`config.mk`:
```
export PLATFORM = sky130hd
export DESIGN_NAME = bwq_satadd
export DESIGN_NICKNAME = d
export VERILOG_FILES = /design/src/design/box_window_query_table_top_macros.svh /design/src/design/bwq_pkg.sv /design/src/design/bwq_satadd.sv
export SDC_FILE = /design/constraint.sdc
export NUM_CORES = 1
export LEC_CHECK = 0
export ABC_AREA = 1
export BUFFER_PORTS_ARGS = -buffer_cell sky130_fd_sc_hd__buf_4
export CAP_MARGIN = 10
export CORE_ASPECT_RATIO = 1.2
export CORE_MARGIN = 4
export CORE_UTILIZATION = 56
export DETAILED_ROUTE_END_ITERATION = 8
export GPL_TIMING_DRIVEN = 0
export PLACE_DENSITY = 0.85
export SYNTH_ARGS = -nofsm -noshare
export SYNTH_HDL_FRONTEND = slang
export SYNTH_SLANG_ARGS = --single-unit
```
`constraint.sdc`:
```
create_clock -name vclk -period 7.7
set_clock_uncertainty 0.15 [all_clocks]
set_input_delay 1.925 -clock vclk [all_inputs]
set_output_delay 1.925 -clock vclk [all_outputs]
set_load 0.03 [all_outputs]
```
`src/design/box_window_query_table_top_macros.svh`:
```
// Assertion macros for the box window query table.
`ifndef BOX_WINDOW_QUERY_TABLE_TOP_MACROS_SVH
`define BOX_WINDOW_QUERY_TABLE_TOP_MACROS_SVH

`ifndef SYNTHESIS
`define BWQ_ASSERT(lbl, clk, rst_n, prop, msg) \
    lbl: assert property (@(posedge clk) disable iff (!(rst_n)) (prop)) else $error(msg);
`define BWQ_ASSERT_RST(lbl, clk, prop, msg) \
    lbl: assert property (@(posedge clk) (prop)) else $error(msg);
`else
`define BWQ_ASSERT(lbl, clk, rst_n, prop, msg)
`define BWQ_ASSERT_RST(lbl, clk, prop, msg)
`endif

`endif

```
`src/design/bwq_pkg.sv`:
```
// Types and constants of the box window query table.
`default_nettype none
package bwq_pkg;

    localparam int TABLE_DEPTH_DEF = 64;

    localparam logic [1:0] KIND_INSERT    = 2'd0;
    localparam logic [1:0] KIND_SAME      = 2'd1;
    localparam logic [1:0] KIND_INTERSECT = 2'd2;
    localparam logic [1:0] KIND_CLEAR     = 2'd3;

    localparam logic [2:0] ST_INSERTED  = 3'd0;
    localparam logic [2:0] ST_DUPLICATE = 3'd1;
    localparam logic [2:0] ST_FULL      = 3'd2;
    localparam logic [2:0] ST_CLEARED   = 3'd3;
    localparam logic [2:0] ST_MATCH     = 3'd4;
    localparam logic [2:0] ST_NOMATCH   = 3'd5;

    localparam int TOL_W = 20;
    localparam int RAD_W = 30;
    localparam int OFF_W = 31;

    typedef struct packed {
        logic [1:0]         kind;
        logic [31:0]        item_id;
        logic               has_id;
        logic               check_repeat;
        logic signed [31:0] min_x;
        logic signed [31:0] min_y;
        logic signed [31:0] max_x;
        logic signed [31:0] max_y;
        logic [RAD_W-1:0]   radius;
    } t_req;

    typedef struct packed {
        logic [2:0]  status;
        logic [31:0] match_id;
        logic        last;
    } t_rsp;

    typedef struct packed {
        logic signed [31:0] low_x;
        logic signed [31:0] low_y;
        logic signed [31:0] high_x;
        logic signed [31:0] high_y;
        logic [31:0]        ident;
        logic               registered;
    } t_entry;

endpackage
`default_nettype wire

```
`src/design/bwq_satadd.sv`:
```
// Shared saturating add/subtract unit: a +/- offset clamped to signed 32 bits.
`default_nettype none
module bwq_satadd
    import bwq_pkg::*;
(
    input  wire logic signed [31:0] i_a,
    input  wire logic [OFF_W-1:0]   i_off,
    input  wire logic               i_sub,
    output logic signed [31:0]      o_sum
);

    logic signed [33:0] ext_a;
    logic signed [33:0] ext_off;
    logic signed [33:0] sum;

    always_comb begin
        ext_a   = {{2{i_a[31]}}, i_a};
        ext_off = {{(34 - OFF_W){1'b0}}, i_off};
        sum     = i_sub ? (ext_a - ext_off) : (ext_a + ext_off);
        if (sum[33:31] == 3'b000 || sum[33:31] == 3'b111) begin
            o_sum = sum[31:0];
        end else if (sum[33]) begin
            o_sum = {1'b1, 31'b0};
        end else begin
            o_sum = {1'b0, {31{1'b1}}};
        end
    end

endmodule
`default_nettype wire

```
# Word-level counts from Yosys, hierarchy flattened
# Cells that the tools add are included.
[word_totals]
elab_cells = 8
out_inout_bits = 32
regBits = 0
input_bits = 64
[op_classes]
reduce_logical = 2
muxes = 3
add_sub_neg = 2
eq_ne = 1
[ops]
columns = ["operator", "count"]
rows = [
  ["$mux 32", 2],
  ["$mux 34", 1],
  ["$add 32x32->33", 1],
  ["$sub 32x32->33", 1],
  ["$eq 3x3->1 const B", 1],
  ["$logic_not 3->1", 1],
  ["$logic_or 1x1->1", 1],
]

# Logic depth before layout (Yosys ltp)
[depth]
word_depth = 5
depth_mapped = 26
mapped_depth_nobuf = 25

# Worst setup path after synthesis
# Ideal clock, no wire load.
[synth_path]
path_type = "in2out"
startpoint = "in i_off[1]"
endpoint = "out o_sum[0]"
arrival_ns = 4.977
path_buffers = 0
cell_stages = 21
required_time_ns = 5.625
path_slack_ns = 0.648
path_cell_list = "inv_1 > ha_1 > nand3_1 > nor2_1 > nand3_1 > nand2_1 > o21ai_0 > a21oi_1 > o21ai_0 > xor2_1 > ha_1 > nand2_1 > nor3_1 > nand2_1 > nor2_1 > nand2_2 > nand2_2 > nand2_1 > nand2_2 > nor2_4 > o21ai_0"
[synth_via]
elab_chain_len = 5
elab_cells_between_ends = 8
classes_between = "add/sub (2); eq/ne (1); mux (3); reduce/logical (2)"
[synth_rtl]
columns = ["item", "line_no", "source"]
rows = [
  ["from (decl)", "bwq_satadd.sv:7", "input wire logic [OFF_W-1:0] i_off,"],
  ["$add 32x32->33 / $sub 32x32->33 (equally long branches)", "bwq_satadd.sv:19", "sum = i_sub ? (ext_a - ext_off) : (ext_a + ext_off);"],
  ["$mux 34 *", "bwq_satadd.sv:19", ""],
  ["$eq 3x3->1 / $logic_not 3->1 (equally long branches)", "bwq_satadd.sv:20", "if (sum[33:31] == 3'b000 || sum[33:31] == 3'b111) begin"],
  ["$logic_or 1x1->1", "bwq_satadd.sv:20", ""],
  ["$mux 32 *", "bwq_satadd.sv:20", ""],
  ["to (decl)", "bwq_satadd.sv:9", "output logic signed [31:0] o_sum"],
]
# Mark *: on every way between the ends. The rest lies on a longest branch, timed or not.

# Final worst setup path
[layout_path]
startpoint = "in i_off[2]"
endpoint = "out o_sum[2]"
# Same word-level chain as after synthesis.

==> tab_implementation.tex <==
\begin{tabular}{lr}
\hline
Metric & Value \\
\hline
\multicolumn{2}{l}{\textbf{Outcome}} \\
Status & finished clean \\
\multicolumn{2}{l}{\textbf{Pwr}} \\
Total leakage power & 2.562 nW \\
Total internal power & 0.2264 mW \\
Net switching power of the design & 0.3936 mW \\
Switching part of the total power & 63.49\% \\
Total design power & 0.6200 mW \\
Part of the power in the clock network & 0\% \\
Combinational fraction of design power & 100.0\% \\
Sequential power share & 0\% \\
Power density cells & 145.0 mW/mm\^{}2 \\
Largest vdd supply drop & 114.8 uV \\
\multicolumn{2}{l}{\textbf{Synth}} \\
Share of the synthesized area in the top cell type & 26.45\% \\
XOR/XNOR share of the synthesized area & 12.29\% \\
Register area share after synthesis & 0\% \\
Share of cell area taken by muxes after synthesis & 0\% \\
Leading cell types by count after synthesis & 241 x sky130\_fd\_sc\_hd\_\_nand2\_1, 106 x sky130\_fd\_sc\_hd\_\_inv\_1, 63 x sky130\_fd\_sc\_hd\_\_nor2\_1 \\
Number of distinct library cell variants in the gate-level netlist after synthesis & 32 \\
Synthesized-area fraction occupied by adder cells & 12.66\% \\
Total standard cell area after synthesis & 0.003420 mm\^{}2 \\
Average instance area after synthesis & 5.127 um\^{}2 \\
Syn\_nets & 765 \\
Main combinational cell family by area after synthesis & simple AND/OR/NAND/NOR gates \\
Fraction of the mapped netlist area in simple logic gates & 47.24\% \\
Synth warnings & 0 \\
Synthesized instance count & 667 \\
Area leader, netlist & sky130\_fd\_sc\_hd\_\_nand2\_1 \\
Top post-synthesis cells by area & sky130\_fd\_sc\_hd\_\_nand2\_1 26\%, sky130\_fd\_sc\_hd\_\_ha\_1 12\%, sky130\_fd\_sc\_hd\_\_inv\_1 12\% \\
Post-synthesis compound-gate area fraction & 13.98\% \\
Cell with the most instances after synthesis & sky130\_fd\_sc\_hd\_\_nand2\_1 \\
\multicolumn{2}{l}{\textbf{STA}} \\
Peak clock frequency supported by timing & 135.5 MHz \\
Pin slew with the least headroom to its limit & 522.5 ps \\
Final count of negative-setup-slack endpoints & 0 \\
Summed negative setup slack over all endpoints & 0 ps \\
Fraction of the cycle the final worst path needs & 95.84\% \\
Final period demand of the worst path & 7380 ps \\
Endpoints failing hold & 0 \\
Final Max Slew Viols & 0 \\
Normalized max-slew margin & 64.84\% \\
\multicolumn{2}{l}{\textbf{Worst setup path}} \\
Capturing element type of the critical path & output port \\
Type of origin of the critical path & input pin \\
Data required time of the worst path & 5620 ps \\
Buffers \& Inverters on Critical Path & 6 \\
Slowest cell delay on critical path & 360 ps \\
Slowest cell on the critical path & sky130\_fd\_sc\_hd\_\_ha\_1 \\
Largest fanout on the critical path & 10 \\
Top cell by count, worst path & sky130\_fd\_sc\_hd\_\_nand2\_2 \\
Critical path, cell by cell & buf\_4 -> inv\_1 -> nand3\_1 -> nor3\_2 -> inv\_1 -> nor3\_4 -> nand2\_1 -> o21ai\_0 -> xor2\_1 -> inv\_1 -> ha\_1 -> a21oi\_1 -> nand2\_1 -> a21oi\_1 -> nand2\_2 -> nand2\_2 -> nand2\_2 -> nand2\_1 -> nand2\_2 -> nand2\_2 -> buf\_6 -> o21ai\_0 -> buf\_4 \\
Crit path kind & in2out \\
Top Family by Delay on Critical Path & simple AND/OR/NAND/NOR gates \\
Data arrival time at the worst-slack endpoint & 5300 ps \\
\multicolumn{2}{l}{\textbf{Drt}} \\
Post-DR wirelength/cell & 13.22 um \\
Post-route ant nets & 0 \\
Detailed router's first-iteration violation count & 306 \\
DR DRC count & 0 \\
Number of detailed-route iterations in the first pass & 5 \\
Drt via density & 5.343 \\
Number of vias in the routed layout & 4504 \\
Routed wire length & 11150 um \\
\multicolumn{2}{l}{\textbf{Finish}} \\
Final standard cell count with taps included and fillers excluded & 843 \\
Final-layout clock buffer total & 0 \\
Total area of multi-input combinational cells & 0.002982 mm\^{}2 \\
Final standard cell area without fillers & 0.004277 mm\^{}2 \\
Area Growth Syn to Fin & 25.06\% \\
FF+latch count & 0 \\
Final nets & 863 \\
FF/Latch Area & 0 um\^{}2 \\
Fraction of final layout cells sized beyond drive strength 1 & 17.30\% \\
Total of fill cells in the finished design & 560 \\
Count of antenna diodes in the layout & 0 \\
\multicolumn{2}{l}{\textbf{Floorplan}} \\
Count of pins on the block boundary & 96 \\
Area enclosed by the die boundary & 0.007426 mm\^{}2 \\
Effective utilization at floorplan & 59.16\% \\
Chip width & 79.34 um \\
Number of cell rows & 30 \\
Die boundary height & 93.60 um \\
Core footprint & 0.005781 mm\^{}2 \\
\multicolumn{2}{l}{\textbf{CTS}} \\
Hold\_buf cts & 0 \\
\multicolumn{2}{l}{\textbf{GRT}} \\
Largest net degree at the start of global routing & 11 \\
Via count of the first global-routing pass & 4116 \\
First-pass GRT wire length & 17830 um \\
Combined global-route utilization of all metal layers & 29.22\% \\
Antenna violations before repair & 0 \\
GRT overflow & 0 \\
\multicolumn{2}{l}{\textbf{Hold path}} \\
Worst hold path type & in2out \\
\multicolumn{2}{l}{\textbf{Place}} \\
Final GP Congestion & 0.9788 \\
Number of placed instances, taps included & 843 \\
Sum of net half-perimeters after detailed placement & 9777 um \\
Number of input and output port buffers inserted & 96 \\
Placed cell area & 0.004240 mm\^{}2 \\
\multicolumn{2}{l}{\textbf{Flow run}} \\
Max-Cap Viols & 0 \\
\hline
\end{tabular}
## power groups by stage
stage          registers, mW  logic, mW  clock network, mW
3_3_place_gp               0      0.600                  0
4_1_cts                    0      0.612                  0
6_report                   0      0.620                  0
2_1_floorplan              0      0.416                  0
3_5_place_dp               0      0.610                  0
5_1_grt                    0      0.676                  0
## metrics by stage
| stage | hold WS [ps] | setup slack (ps) | utilization (%) |
|---|---|---|---|
| after global placement | 4200 | 224.5 | 73.36 |
| after global routing | 4239 | -5.500 | 73.98 |
| after CTS | 4208 | 173.2 | 73.36 |
| after detailed placement | 4207 | 185.9 | 73.36 |
| after floorplan | 4023 | 648.0 | - |
| final | 4234 | 320.3 | 73.98 |
## worst paths after layout
check                 from  depth (start not counted)       end
setup / recovery  i_off[2]                         23  o_sum[2]
hold / removal    i_off[0]                          4  o_sum[0]
## routing by layer
layer	routed length, um	share of wire (%)	global-route usage [%]
met5	0	0	0
met4	404	3.6	9.885
met3	633	5.7	1.252
met2	5319	48	52.11
met1	4788	43	37.11
## cell type report
class | count | area share (%)
multi-input combinational | 551 | 69.72
timing repair buffer | 96 | 16.85
buffer | 8 | 1.609
tap | 80 | 2.341
inverter | 108 | 9.479
## cells by family after synthesis
kind of cell | Yosys count
and+or+nand+nor | 383
buffers and inverters | 116
AOI/OAI and AO/OA | 86
xor gates and xnor gates | 48
adders and majority gates | 34
## layout by cell type, fill, tap and decap left out, types with 2 or more instances in the layout
cell type / count
sky130_fd_sc_hd__nand2_4: 2
sky130_fd_sc_hd__nor4_1: 6
sky130_fd_sc_hd__nand2_1: 240
sky130_fd_sc_hd__clkbuf_1: 2
sky130_fd_sc_hd__inv_1: 106
sky130_fd_sc_hd__nand4_1: 5
sky130_fd_sc_hd__buf_6: 5
sky130_fd_sc_hd__inv_2: 2
sky130_fd_sc_hd__a21o_1: 3
sky130_fd_sc_hd__nor2_1: 62
sky130_fd_sc_hd__a21oi_1: 37
sky130_fd_sc_hd__o21ai_1: 3
sky130_fd_sc_hd__nor2_2: 2
sky130_fd_sc_hd__or2_2: 2
sky130_fd_sc_hd__nand2_2: 12
sky130_fd_sc_hd__nand3b_1: 6
sky130_fd_sc_hd__o31ai_1: 2
sky130_fd_sc_hd__buf_4: 96
sky130_fd_sc_hd__a21oi_2: 4
sky130_fd_sc_hd__nand3_1: 31
sky130_fd_sc_hd__xnor2_1: 6
sky130_fd_sc_hd__nor3_2: 2
sky130_fd_sc_hd__o21ai_0: 26
sky130_fd_sc_hd__o21bai_1: 8
sky130_fd_sc_hd__ha_1: 33
sky130_fd_sc_hd__o21a_1: 2
sky130_fd_sc_hd__xor2_1: 42
sky130_fd_sc_hd__nor3_1: 7
## what timing repair did
action,4_1_cts,5_1_grt
buffers inserted,0,0
endpoints found under the hold margin,0,0
endpoints found under the setup margin,0,31
resized for setup,0,12
(Power assumes the default switching activity.)
